## src/ipw_pkg.sv

```systemverilog
// Shared types and constants for the image packet page write planner.
// No dependencies; used by the controller, the datapath and the top level.
package ipw_pkg;

  localparam int PACKET_BYTES_DEF = 128;
  localparam int FRAME_COUNT_DEF  = 4;

  localparam int FRAME_SHIFT = 10;   // 1024-byte frames
  localparam int PAGE_SHIFT  = 7;    // 128 columns per page
  localparam int PAGE_COLS   = 128;
  localparam int ADDR_W      = 12;

  localparam logic [1:0] KIND_PAGE    = 2'd0;
  localparam logic [1:0] KIND_FULL    = 2'd1;
  localparam logic [1:0] KIND_RANGE   = 2'd2;
  localparam logic [1:0] KIND_MISSING = 2'd3;

  typedef struct packed {
    logic       capture;
    logic       calc_offset;
    logic       clear_high;
    logic       set_high;
    logic       start_walk;
    logic       step_walk;
    logic       load_out;
    logic [1:0] out_kind;
    logic       out_last;
  } cmd_t;

  typedef struct packed {
    logic act_clear;
    logic out_of_range;
    logic retrans;
    logic zero_len;
    logic walk_missing;
    logic walk_last;
    logic out_free;
  } status_t;

endpackage

```

## src/image_packet_page_write_planner.sv

```systemverilog
// Image packet page write planner: top level joining controller and datapath.
// Depends on ipw_pkg, ipw_ctrl and ipw_datapath.
//
// Input stream (s_axis): one word per packet or clear request. tuser = 1 clears
// the highest seen index and gives no result. Otherwise the packet is placed at
// index * PACKET_BYTES in a store of 1024-byte frames and display writes follow.
// Output stream (m_axis): one word per command; tuser carries the kind, tlast
// marks the last command of a packet. Kinds: page write, full frame write
// (retransmission), frame out of range, next frame missing (second part of a
// frame-crossing packet dropped).
// A packet of zero length that is in range and no retransmission updates the
// highest index and gives no word. Sequence: accept, the offset multiply,
// classification, then each command in turn into the output register (at most 2
// commands at the default packet size, at most 3 for any). A clear returns to
// idle from the multiply state, a zero-length packet from classification.
// The page walk emits one command per cycle while the output register is free.
// s_axis_tready is high only while the controller is idle, and a command waiting
// in the output register does not block accepting the next item.
// A stall on m_axis_tready holds the output word and pauses the walk.
// Reset (rst, synchronous) clears the highest index and empties the output.
module image_packet_page_write_planner
  import ipw_pkg::*;
#(
  parameter int PACKET_BYTES = PACKET_BYTES_DEF,
  parameter int FRAME_COUNT  = FRAME_COUNT_DEF
) (
  input  logic        clk,
  input  logic        rst,
  input  logic        s_axis_tvalid,
  output logic        s_axis_tready,
  input  logic [23:0] s_axis_tdata,   // packet_index[15:0], packet_length[23:16]
  input  logic        s_axis_tuser,   // action
  output logic        m_axis_tvalid,
  input  logic        m_axis_tready,
  output logic [31:0] m_axis_tdata,   // page[2:0], start_column[9:3],
                                      // column_count[17:10], source_address[29:18]
  output logic [1:0]  m_axis_tuser,   // kind[1:0]
  output logic        m_axis_tlast    // last
);

  cmd_t    cmd;
  status_t status;

  ipw_ctrl u_ctrl (
    .clk      (clk),
    .rst      (rst),
    .in_valid (s_axis_tvalid),
    .in_ready (s_axis_tready),
    .status   (status),
    .cmd      (cmd)
  );

  ipw_datapath #(
    .PACKET_BYTES (PACKET_BYTES),
    .FRAME_COUNT  (FRAME_COUNT)
  ) u_dp (
    .clk       (clk),
    .rst       (rst),
    .in_action (s_axis_tuser),
    .in_index  (s_axis_tdata[15:0]),
    .in_length (s_axis_tdata[23:16]),
    .cmd       (cmd),
    .status    (status),
    .out_valid (m_axis_tvalid),
    .out_ready (m_axis_tready),
    .out_data  (m_axis_tdata),
    .out_kind  (m_axis_tuser),
    .out_last  (m_axis_tlast)
  );

  a_page_fits: assert property (@(posedge clk) disable iff (rst)
    (m_axis_tvalid && m_axis_tuser == KIND_PAGE) |->
      ({1'b0, m_axis_tdata[9:3]} + m_axis_tdata[17:10] <= 9'(PAGE_COLS)
       && m_axis_tdata[17:10] != 8'd0))
    else $error("page write runs past the page end or is empty");

  a_flag_last: assert property (@(posedge clk) disable iff (rst)
    (m_axis_tvalid && m_axis_tuser != KIND_PAGE) |-> m_axis_tlast)
    else $error("full frame or error word not marked last");

  a_full_frame: assert property (@(posedge clk) disable iff (rst)
    (m_axis_tvalid && m_axis_tuser == KIND_FULL) |->
      (m_axis_tdata[17:10] == 8'(PAGE_COLS) && m_axis_tdata[27:18] == 10'd0))
    else $error("full frame write not frame aligned");

endmodule

```

## src/ipw_ctrl.sv

```systemverilog
// Controller state machine for the page write planner.
// Depends on ipw_pkg; drives the datapath through cmd_t, reads status_t.
module ipw_ctrl
  import ipw_pkg::*;
(
  input  logic    clk,
  input  logic    rst,
  input  logic    in_valid,
  output logic    in_ready,
  input  status_t status,
  output cmd_t    cmd
);

  localparam logic [2:0] S_IDLE  = 3'd0;
  localparam logic [2:0] S_MUL   = 3'd1;
  localparam logic [2:0] S_CLASS = 3'd2;
  localparam logic [2:0] S_FLAG  = 3'd3;
  localparam logic [2:0] S_EMIT  = 3'd4;

  logic [2:0] state, state_next;
  logic [1:0] flag_kind, flag_kind_next;

  always_ff @(posedge clk) begin
    if (rst) begin
      state     <= S_IDLE;
      flag_kind <= KIND_RANGE;
    end else begin
      state     <= state_next;
      flag_kind <= flag_kind_next;
    end
  end

  assign in_ready = (state == S_IDLE);

  always_comb begin
    state_next     = state;
    flag_kind_next = flag_kind;
    cmd            = '0;
    unique case (state)
      S_IDLE: begin
        if (in_valid) begin
          cmd.capture = 1'b1;
          state_next  = S_MUL;
        end
      end
      S_MUL: begin
        if (status.act_clear) begin
          cmd.clear_high = 1'b1;
          state_next     = S_IDLE;
        end else begin
          cmd.calc_offset = 1'b1;
          state_next      = S_CLASS;
        end
      end
      S_CLASS: begin
        priority if (status.out_of_range) begin
          flag_kind_next = KIND_RANGE;
          state_next     = S_FLAG;
        end else if (status.retrans) begin
          flag_kind_next = KIND_FULL;
          state_next     = S_FLAG;
        end else begin
          cmd.set_high   = 1'b1;
          cmd.start_walk = 1'b1;
          state_next     = status.zero_len ? S_IDLE : S_EMIT;
        end
      end
      S_FLAG: begin
        if (status.out_free) begin
          cmd.load_out = 1'b1;
          cmd.out_kind = flag_kind;
          cmd.out_last = 1'b1;
          state_next   = S_IDLE;
        end
      end
      S_EMIT: begin
        if (status.out_free) begin
          cmd.load_out = 1'b1;
          if (status.walk_missing) begin
            cmd.out_kind = KIND_MISSING;
            cmd.out_last = 1'b1;
            state_next   = S_IDLE;
          end else begin
            cmd.out_kind  = KIND_PAGE;
            cmd.out_last  = status.walk_last;
            cmd.step_walk = 1'b1;
            if (status.walk_last) begin
              state_next = S_IDLE;
            end
          end
        end
      end
      default: begin
        state_next = S_IDLE;
      end
    endcase
  end

endmodule

```

## src/ipw_datapath.sv

```systemverilog
// Datapath: item registers, offset multiply, highest index, page walk, output register.
// Depends on ipw_pkg; controlled by ipw_ctrl through cmd_t and status_t.
module ipw_datapath
  import ipw_pkg::*;
#(
  parameter int PACKET_BYTES = PACKET_BYTES_DEF,
  parameter int FRAME_COUNT  = FRAME_COUNT_DEF
) (
  input  logic        clk,
  input  logic        rst,
  input  logic        in_action,
  input  logic [15:0] in_index,
  input  logic [7:0]  in_length,
  input  cmd_t        cmd,
  output status_t     status,
  output logic        out_valid,
  input  logic        out_ready,
  output logic [31:0] out_data,
  output logic [1:0]  out_kind,
  output logic        out_last
);

  localparam int PB_W    = $clog2(PACKET_BYTES + 1);
  localparam int OFS_W   = 16 + PB_W;
  localparam int WALK_W  = OFS_W + 1;
  localparam int FRAME_W = WALK_W - FRAME_SHIFT;

  logic              act_r;
  logic [15:0]       idx_r;
  logic [7:0]        len_r;
  logic [OFS_W-1:0]  offset_r;
  logic [15:0]       highest;
  logic [WALK_W-1:0] wofs;
  logic [7:0]        rem;

  logic [FRAME_W-1:0] start_frame;
  logic [FRAME_W-1:0] walk_frame;
  logic [7:0]         cols_left;
  logic [7:0]         chunk;

  logic [1:0]        kind_q;
  logic [2:0]        page_q;
  logic [6:0]        col_q;
  logic [7:0]        count_q;
  logic [ADDR_W-1:0] addr_q;

  assign start_frame = FRAME_W'(offset_r >> FRAME_SHIFT);
  assign walk_frame  = wofs[WALK_W-1:FRAME_SHIFT];
  assign cols_left   = 8'(PAGE_COLS) - {1'b0, wofs[PAGE_SHIFT-1:0]};
  assign chunk       = (cols_left < rem) ? cols_left : rem;

  assign status.act_clear    = act_r;
  assign status.out_of_range = (start_frame >= FRAME_W'(FRAME_COUNT));
  assign status.retrans      = (highest > idx_r);
  assign status.zero_len     = (len_r == 8'd0);
  assign status.walk_missing = (walk_frame >= FRAME_W'(FRAME_COUNT));
  assign status.walk_last    = (chunk == rem);
  assign status.out_free     = !out_valid || out_ready;

  always_ff @(posedge clk) begin
    if (cmd.capture) begin
      act_r <= in_action;
      idx_r <= in_index;
      len_r <= in_length;
    end
    if (cmd.calc_offset) begin
      offset_r <= OFS_W'(idx_r) * OFS_W'(PACKET_BYTES);
    end
    if (cmd.start_walk) begin
      wofs <= {1'b0, offset_r};
      rem  <= len_r;
    end else if (cmd.step_walk) begin
      wofs <= wofs + WALK_W'(chunk);
      rem  <= rem - chunk;
    end
  end

  always_ff @(posedge clk) begin
    if (rst) begin
      highest <= '0;
    end else if (cmd.clear_high) begin
      highest <= '0;
    end else if (cmd.set_high) begin
      highest <= idx_r;
    end
  end

  always_ff @(posedge clk) begin
    if (rst) begin
      out_valid <= 1'b0;
    end else if (cmd.load_out) begin
      out_valid <= 1'b1;
    end else if (out_ready) begin
      out_valid <= 1'b0;
    end
  end

  always_ff @(posedge clk) begin
    if (cmd.load_out) begin
      kind_q   <= cmd.out_kind;
      out_last <= cmd.out_last;
      unique case (cmd.out_kind)
        KIND_PAGE: begin
          page_q  <= wofs[FRAME_SHIFT-1:PAGE_SHIFT];
          col_q   <= wofs[PAGE_SHIFT-1:0];
          count_q <= chunk;
          addr_q  <= wofs[ADDR_W-1:0];
        end
        KIND_FULL: begin
          page_q  <= '0;
          col_q   <= '0;
          count_q <= 8'(PAGE_COLS);
          addr_q  <= {offset_r[ADDR_W-1:FRAME_SHIFT], {FRAME_SHIFT{1'b0}}};
        end
        default: begin
          page_q  <= '0;
          col_q   <= '0;
          count_q <= '0;
          addr_q  <= '0;
        end
      endcase
    end
  end

  assign out_data = {2'b00, addr_q, count_q, col_q, page_q};
  assign out_kind = kind_q;

endmodule

```

## config.mk

```make
export PLATFORM = sky130hd
export DESIGN_NAME = image_packet_page_write_planner
export DESIGN_NICKNAME = d
export VERILOG_FILES = /design/src/ipw_pkg.sv /design/src/image_packet_page_write_planner.sv /design/src/ipw_ctrl.sv /design/src/ipw_datapath.sv
export SDC_FILE = /design/constraint.sdc
export NUM_CORES = 1
export LEC_CHECK = 0
export ABC_AREA = 1
export ABC_CLOCK_PERIOD_IN_PS = 5050
export BUFFER_PORTS_ARGS = -buffer_cell sky130_fd_sc_hd__clkbuf_2
export CAP_MARGIN = 25
export CORE_ASPECT_RATIO = 1.4
export CORE_UTILIZATION = 35
export CTS_CLUSTER_SIZE = 24
export DETAILED_ROUTE_END_ITERATION = 7
export GPL_ROUTABILITY_DRIVEN = 0
export RECOVER_POWER = 50
export SKIP_LAST_GASP = 1
export SLEW_MARGIN = 20
export SYNTH_ARGS = -nofsm -noshare
export SYNTH_HDL_FRONTEND = slang
export SYNTH_HIERARCHICAL = 1
export SYNTH_SLANG_ARGS = --single-unit
```

## constraint.sdc

```tcl
create_clock -name clk -period 5.05 [get_ports clk]
set_clock_uncertainty 0.1 [all_clocks]
set_input_delay 1.515 -clock clk [delete_from_list [all_inputs] [get_ports clk]]
set_output_delay 1.515 -clock clk [all_outputs]
set_load 0.03 [all_outputs]
```

==> out/qor.txt, run 1 <==
==========================================================================================
Combinational fraction of design power ......................................         7.5%
Total instance count after detailed placement ...............................         1001
Multiplexer area fraction after synthesis ...................................           0%
Number of hold buffers added after CTS ......................................            0
Internal reg-to-reg setup slack .............................................      0.78 ns
Overall die height ..........................................................     166.0 um
Compound-cell area share of the yosys netlist ...............................       9.123%
# setup viols final .........................................................            0
Total of flip-flops plus latches after synthesis ............................          129
Final Cycle Share ...........................................................       84.46%
Actual slew at the worst max-slew pin .......................................     1.677 ns
Int Power ...................................................................     1.903 mW
Clock Root Buffer ...........................................................    clkbuf_16
Per-cell via count in the routed design .....................................        4.700
Drt initial violations ......................................................          275
Synth Area in Simple Gates ..................................................       20.42%
Global routing met1 resource utilization ....................................       16.19%
Share of async-settable or async-resettable flops after synthesis ...........           0%
Per-cell routed wire length .................................................     12.91 um
Number of standard-cell rows in the floorplan ...............................           59
Antenna violations before repair ............................................            0
Clock buffer count from CTS .................................................           17
Share of synthesized cell area in full adder, half adder and majority cells .       7.857%
Post-synthesis instance area ................................................     6720 um2
Routing usage on met2 .......................................................       25.25%
Detailed Place HPWL .........................................................     10070 um
Number of nets in the layout ................................................          846
Predominant post-synthesis flop cell ........................................     edfxtp_1
Leading cell type in the layout, fill and taps excluded .....................      nand2_1
Run status .................................................................. finished, violations left
Post-Layout Cell Count ......................................................         1033
CTS Sinks ...................................................................          129
Yosys warns .................................................................            6
Number of global-route vias before repair ...................................         4648
Count of flip-flops with a built-in enable after synthesis ..................          106
Critical Path, Cell by Cell ................................................. nor3_2, nand3_1, xor2_1, inv_1, ha_1, a21oi_1, o21a_1, nand2_4, o21a_1, inv_1, ha_1, inv_1, fa_1, inv_1, nand3_1, nand2_1, nand3_1, nand3_1, nand2_2, nor2_2, nand2_1, nand3_1, nand2_1
Routed wire length ..........................................................     13340 um
Top Family by Delay on Critical Path ........................................ simple AND/OR/NAND/NOR gates
Final critical path time including I/O delays and setup .....................     4.265 ns
Slew Limit Fails ............................................................           35
Ant diodes ..................................................................            0
Pwr/cell area ............................................................... 323.4 nW/um2
Startpoint of the tightest hold check path .................................. u_dp/idx_r[11]
Post-route setup TNS ........................................................         0 ns
Top Ports ...................................................................           66
Logic depth of the worst register-to-register path ..........................           23
Max FO, Critical Path .......................................................           15
Top area cells in the synthesized netlist ................................... edfxtp_1 47%, ha_1 7.3%, nand2_1 7.3%
Post-layout util ............................................................       41.55%
Slowest library cell on the worst path ......................................     edfxtp_1
Total power of the final layout .............................................     2.510 mW
Violated checks ............................................................. capacitance limit, slew limit
Xor and xnor area share after synthesis .....................................       1.434%
CTS tree ....................................................................          yes
DIE AREA ....................................................................    19770 um2
Horiz. Die Dim ..............................................................     119.1 um
H-tree depth reported by CTS ................................................            4
Tot GR Track Use ............................................................       14.38%
Arr. time, crit path ........................................................      4.34 ns
Buffers and inverters on the worst path .....................................            4
Portion of the post-synthesis area used by sequential elements ..............       54.22%
Final instance area .........................................................     7760 um2
Most frequent CP cell .......................................................      nand3_1
Post-cts gate resize count ..................................................            0
RSZ-0062 raised after global routing ........................................           no
Count of cell instances traversed by the critical path ......................           23
Worst-skew pair later-pin latency ...........................................      0.42 ns
Port bufs ...................................................................           63
Number of maximum-capacitance constraint violations .........................            1
Worst setup EP type .........................................................     register
Growth of design area from synthesis to finish ..............................       15.47%
Starting density of the core ................................................       35.98%
Req. time, crit path ........................................................      5.12 ns
Startpoint types ............................................................     register
Std-Cell Core Area ..........................................................    18680 um2
CTS clock-pin slew for the worst setup and hold paths .......................      0.06 ns
Maximum clock path buffer count .............................................            2
Largest family of logic cells by synthesized area ........................... simple AND/OR/NAND/NOR gates
Number of buffers inserted by post-CTS setup repair .........................            0
Post-route setup slack ......................................................    0.7848 ns
Sum of overflow across all layers after global routing ......................            0
Max-slew headroom at the worst pin ..........................................      -11.81%
Number of remaining DRC errors ..............................................            0
Power share of the sequential group .........................................        49.8%
Post-synthesis area per instance ............................................    9.519 um2
Global-route layer with the greatest usage ..................................         met2
Switching share of power ....................................................       24.19%
Residual antenna-violating net count after detailed routing .................            0
Cell taking the most area after synthesis ...................................     edfxtp_1
Met3 Resource Use GR ........................................................       3.537%
End of the worst hold path .................................................. u_dp/offset_r[18]
Standby leakage power .......................................................     3.185 nW
Hold/Removal Path Class .....................................................      reg2reg
Worst-case setup slack after placement ......................................    0.8016 ns
Highest cell delay on the worst timing path .................................      0.44 ns
Commonest non-fill, non-tap cells in the layout ............................. 130 x nand2_1, 106 x edfxtp_1, 85 x inv_1, 81 x nor2_1, 41 x clkbuf_1
Vias after detailed routing .................................................         4855
Fin. Hold Viols .............................................................            0
Placed cell area ............................................................     7302 um2
Launch point of the worst reg-to-reg path ................................... u_dp/wofs[0]
Cell depth of the worst hold path ...........................................            0
Endpoint of the most critical register-to-register path ..................... u_dp/wofs[20]
Fraction of layout cells with a size suffix above 1 .........................       12.80%
Timing-limited maximum frequency ............................................    234.5 MHz
Post-synthesis cell count ...................................................          706
Switching Power .............................................................     607.1 uW
Clock network fraction of design power ......................................        42.7%
Pin count of the biggest net entering global routing ........................           65
Maximum VDD drop ............................................................  0.0002412 V
CP Class ....................................................................      reg2reg
Number of iterations in the first detailed-routing pass .....................            4
Wire length of the first global-routing pass ................................     22010 um
WHS .........................................................................    0.3583 ns
Synth cell types ............................................................           44
Share of Yosys cell area claimed by the top area cell type ..................       47.37%
==========================================================================================
cell usage after synthesis, drive strengths merged, types with 2 or more instances:
cell type / instances
nor2: 90
o21ai: 31
xor2: 9
a21oi: 34
nand2: 136
edfxtp: 106
fa: 2
or2: 7
nor3: 9
ha: 39
nor4: 10
xnor2: 2
dfxtp: 23
nand3: 35
and2: 4
o21a: 9
a211oi: 16
clkbuf: 13
inv: 96
clkinv: 2
buf: 6
nand3b: 2
nand4: 15
power groups by stage:
| stage | clock, mW | combinational (mW) | sequential [mW] |
|---|---|---|---|
| detailed placement | 0 | 0.200 | 1.27 |
| global route | 1.14 | 0.212 | 1.25 |
| finish | 1.07 | 0.189 | 1.25 |
| floorplan | 0 | 0.103 | 1.30 |
| global placement | 0 | 0.200 | 1.27 |
| CTS | 1.10 | 0.201 | 1.25 |
sequential cells by signal, summed over array words and instances, names as in the netlist, 3 cells and up:
| name | cells |
|---|---|
| u_dp/highest | 16 |
| u_dp/rem | 8 |
| u_dp/addr_q | 12 |
| u_dp/wofs | 25 |
| u_dp/len_r | 8 |
| u_dp/col_q | 7 |
| u_dp/idx_r | 16 |
| u_ctrl/state | 3 |
| u_dp/page_q | 3 |
| u_dp/count_q | 8 |
| u_dp/offset_r | 16 |
how the worst max path moves through the flow:
stage,from,endpoint,slack [ns]
final,u_dp/wofs[0],u_dp/wofs[20],0.78
after global routing,u_dp/wofs[2],u_dp/wofs[20],0.45
after floorplan,u_dp/wofs[1],u_dp/wofs[20],1.27
after CTS,u_dp/wofs[0],u_dp/wofs[20],0.77
after detailed placement,u_dp/wofs[0],u_dp/wofs[20],0.80
after global placement,u_dp/wofs[2],u_dp/wofs[20],0.87
area by class of cell:
cell class,count,area [um2]
Multi-Input combinational cell,461,2621
Clock buffer,21,450.4
Fill cell,1872,10920
Inverter,98,367.9
Clock inverter,11,66.31
Timing Repair Buffer,69,305.3
Tap cell,244,305.3
Sequential cell,129,3643
metal layers:
metal / routed length (um) / vias up
li1: - / 2535
met1: 5650 / 2193
met2: 6883 / 102
met3: 447 / 25
met4: 357 / 0
met5: 0 / -
logic make-up (layout without fill, tap and decap cells):
family / Yosys count / after routing
other: 1 / 2
adders and majority gates: 41 / 41
DFF: 129 / 129
buffers and inverters: 117 / 199
xor gates and xnor gates: 11 / 11
AOI/OAI and AO/OA: 97 / 97
and+or+nand+nor: 310 / 310
No activity file was read; power rests on OpenSTA's default activity.
==> run 2, diff against run 1 <==
--- a/config.mk
+++ b/config.mk
@@ -6,7 +6,7 @@
 export NUM_CORES = 1
 export LEC_CHECK = 0
 export ABC_AREA = 1
-export ABC_CLOCK_PERIOD_IN_PS = 5050
+export ABC_CLOCK_PERIOD_IN_PS = 3900
 export BUFFER_PORTS_ARGS = -buffer_cell sky130_fd_sc_hd__clkbuf_2
 export CAP_MARGIN = 25
 export CORE_ASPECT_RATIO = 1.4
==> constraint.sdc (replaced) <==
create_clock -name clk -period 3.9 [get_ports clk]
set_clock_uncertainty 0.1 [all_clocks]
set_input_delay 1.17 -clock clk [delete_from_list [all_inputs] [get_ports clk]]
set_output_delay 1.17 -clock clk [all_outputs]
set_load 0.03 [all_outputs]
==> run 2 against run 1 <==
The run still ends with capacitance limit, slew limit left. Sequential power rose by 30%. Largest cell class unchanged. Cell count rose by 3.3%. Total power rose by 36%. First-iteration DRC count fell by 16%. Sequential share of layout area fell by 3.5 points. Clock-buffer cell count did not move. Sequential cell count did not move. Global-route usage rose by 0.50 points. Setup slack got worse by 0.64 ns.
==> out/qor.txt, run 2 (same netlist as run 1, synthesis figures left out) <==
==========================================================================
Number of standard-cell rows in the floorplan ...............           59   unchanged
Combinational fraction of design power ......................         7.1%   -0.4 points
Placed cell area ............................................     7435 um2   +1.8%
Std-Cell Core Area ..........................................    18680 um2   unchanged
Startpoint types ............................................     register
Number of maximum-capacitance constraint violations .........            1   unchanged
Clock network fraction of design power ......................        45.6%   +2.9 points
Slew Limit Fails ............................................           35   unchanged
Number of iterations in the first detailed-routing pass .....            4   unchanged
Wire length of the first global-routing pass ................     22760 um   +3.4%
Worst-skew pair later-pin latency ...........................      0.43 ns   about the same
Timing-limited maximum frequency ............................    266.0 MHz   +13%
Post-route setup TNS ........................................         0 ns   unchanged
Detailed Place HPWL .........................................     10020 um   -0.50%
Number of hold buffers added after CTS ......................            0   unchanged
Sum of overflow across all layers after global routing ......            0   unchanged
Antenna violations before repair ............................            0   unchanged
Launch point of the worst reg-to-reg path ................... u_dp/wofs[2]
Total instance count after detailed placement ...............         1017   +1.6%
Final critical path time including I/O delays and setup .....     3.759 ns   -0.5062 ns
Drt initial violations ......................................          231   -16%
Actual slew at the worst max-slew pin .......................     1.642 ns   -0.03538 ns
Arr. time, crit path ........................................      3.84 ns   -0.50 ns
Overall die height ..........................................     166.0 um   unchanged
Number of remaining DRC errors ..............................            0   unchanged
Clock buffer count from CTS .................................           17   unchanged
Per-cell via count in the routed design .....................        4.655   -0.95%
Pwr/cell area ............................................... 407.9 nW/um2   +26%
End of the worst hold path .................................. u_dp/offset_r[10]
CTS clock-pin slew for the worst setup and hold paths .......      0.06 ns   about the same
Fraction of layout cells with a size suffix above 1 .........       21.39%   +8.6 points
Startpoint of the tightest hold check path .................. u_dp/idx_r[3]
Commonest non-fill, non-tap cells in the layout ............. 126 x nand2_1, 106 x edfxtp_1, 79 x inv_1, 79 x nor2_1, 39 x clkbuf_1
DIE AREA ....................................................    19770 um2   unchanged
H-tree depth reported by CTS ................................            4   unchanged
# setup viols final .........................................            0   unchanged
Vias after detailed routing .................................         4967   +2.3%
Post-Layout Cell Count ......................................         1067   +3.3%
Total power of the final layout .............................     3.417 mW   +36%
Residual antenna-violating net count after detailed routing .            0   unchanged
Number of nets in the layout ................................          880   +4.0%
Number of global-route vias before repair ...................         4819   +3.7%
Maximum clock path buffer count .............................            2   unchanged
CTS Sinks ...................................................          129   unchanged
Standby leakage power .......................................     3.405 nW   +6.9%
Routed wire length ..........................................     14240 um   +6.7%
CTS tree ....................................................          yes
Req. time, crit path ........................................      3.98 ns   -1.14 ns
Register with the most flip-flops ...........................    u_dp/wofs
Ant diodes ..................................................            0   unchanged
Switching share of power ....................................       23.98%   -0.20 points
Per-cell routed wire length .................................     13.34 um   +3.3%
Leading cell type in the layout, fill and taps excluded .....      nand2_1
Top Ports ...................................................           66   unchanged
Fin. Hold Viols .............................................            0   unchanged
Pin count of the biggest net entering global routing ........           65   unchanged
Final Cycle Share ...........................................       96.38%   +12 points
Maximum VDD drop ............................................  0.0002927 V   +21%
Clock Root Buffer ...........................................    clkbuf_16
Switching Power .............................................     819.6 uW   +35%
Max FO, Critical Path .......................................            6   -9
Run status .................................................. finished, violations left
Hold/Removal Path Class .....................................      reg2reg
Internal reg-to-reg setup slack .............................      0.14 ns   -0.64 ns
CP Class ....................................................      reg2reg
Int Power ...................................................     2.598 mW   +37%
Cell depth of the worst hold path ...........................            0   unchanged
Power share of the sequential group .........................        47.3%   -2.5 points
Port bufs ...................................................           63   unchanged
Logic depth of the worst register-to-register path ..........           21   -8.7%
Horiz. Die Dim ..............................................     119.1 um   unchanged
Violated checks ............................................. capacitance limit, slew limit
Worst setup EP type .........................................     register
Max-slew headroom at the worst pin ..........................      -9.453%   +2.4 points
Tot GR Track Use ............................................       14.88%   +0.50 points
Number of flip-flops under the largest register name ........           25   unchanged
Endpoint of the most critical register-to-register path ..... u_dp/wofs[22]
Growth of design area from synthesis to finish ..............       24.65%
Starting density of the core ................................       35.98%   unchanged
Final instance area .........................................     8377 um2   +7.9%
==========================================================================
[run 2: cell types whose count changed in the layout (fill, tap and decap cells not counted), moves of 7 or more]
cell / previous run / this run
a21oi_1: 34 / 27
a21oi_2: 0 / 7
buf_4: 3 / 33
ha_1: 39 / 29
ha_4: 0 / 10
[run 2: what timing repair did]
action / in CTS / in global routing
pin swaps: 0 / 22
resized for setup: 1 / 56
buffers inserted: 2 / 15
gates cloned: 0 / 1
setup endpoints to repair: 7 / 27
[run 2: worst max-delay path, stage by stage (launching register included)]
cell and delay, ns:
edfxtp_1 0.44, buf_6 0.16, nor2_4 0.11, nand4_1 0.16, xor2_2 0.22, inv_1 0.07, ha_1 0.27, nand2_1 0.08
nor2_2 0.10, nand2_2 0.12, nand2_4 0.12, buf_4 0.11, o21a_4 0.15, inv_2 0.05, ha_1 0.38, nand2_1 0.11
nor3_1 0.28, nand2_2 0.11, o21ai_4 0.10, nand3_1 0.10, nand3_1 0.11, nand2_1 0.05
[run 2: worst max path at each step]
| stage | endpoint | cells after the start | from | slack [ns] |
|---|---|---|---|---|
| global placement | u_dp/rem[5] | 23 | u_dp/wofs[0] | 0.04 |
| global route | u_dp/wofs[22] | 22 | u_dp/wofs[2] | -0.09 |
| floorplan | u_dp/wofs[20] | 26 | u_dp/wofs[1] | 0.12 |
| CTS | u_dp/wofs[12] | 23 | u_dp/wofs[0] | 0.005 |
| detailed placement | u_dp/wofs[12] | 23 | u_dp/wofs[0] | -0.0005 |
| finish | u_dp/wofs[22] | 21 | u_dp/wofs[2] | 0.14 |
[run 2: area by class of cell]
type | count | area (um2)
Sequential cell | 129 | 3643
Tap cell | 244 | 305.3
Timing Repair Buffer | 102 | 583.1
Multi-Input combinational cell | 462 | 2892
Fill cell | 1744 | 10300
Inverter | 98 | 367.9
Clock inverter | 11 | 102.6
Clock buffer | 21 | 483.0
[run 2: layer usage]
metal  GRT usage (%)  vias up  routed length (um)
li1                -     2603                   -
met1           16.01     2255                5880
met2           26.42       85                7477
met3           3.709       24                 426
met4           8.145        0                 452
met5               0        -                   0
[run 2: power groups by stage]
stage	Clock [mW]	Combinational, mW	Sequential, mW
after floorplan	0	0.133	1.69
after global placement	0	0.256	1.64
after detailed placement	0	0.256	1.64
after CTS	1.60	0.258	1.62
after global routing	1.65	0.274	1.63
final	1.56	0.243	1.62
[run 2: through the flow]
| stage | util [%] | hold slack, ns | worst slack, ns |
|---|---|---|---|
| final | 44.85 | 0.3514 | 0.1410 |
| after detailed placement | 39.81 | 0.3438 | -0.0004825 |
| after global placement | 39.81 | 0.3393 | 0.04499 |
| after CTS | 43.04 | 0.3581 | 0.005150 |
| after global routing | 44.85 | 0.3820 | -0.09382 |
| after floorplan | - | 0.3264 | 0.1242 |
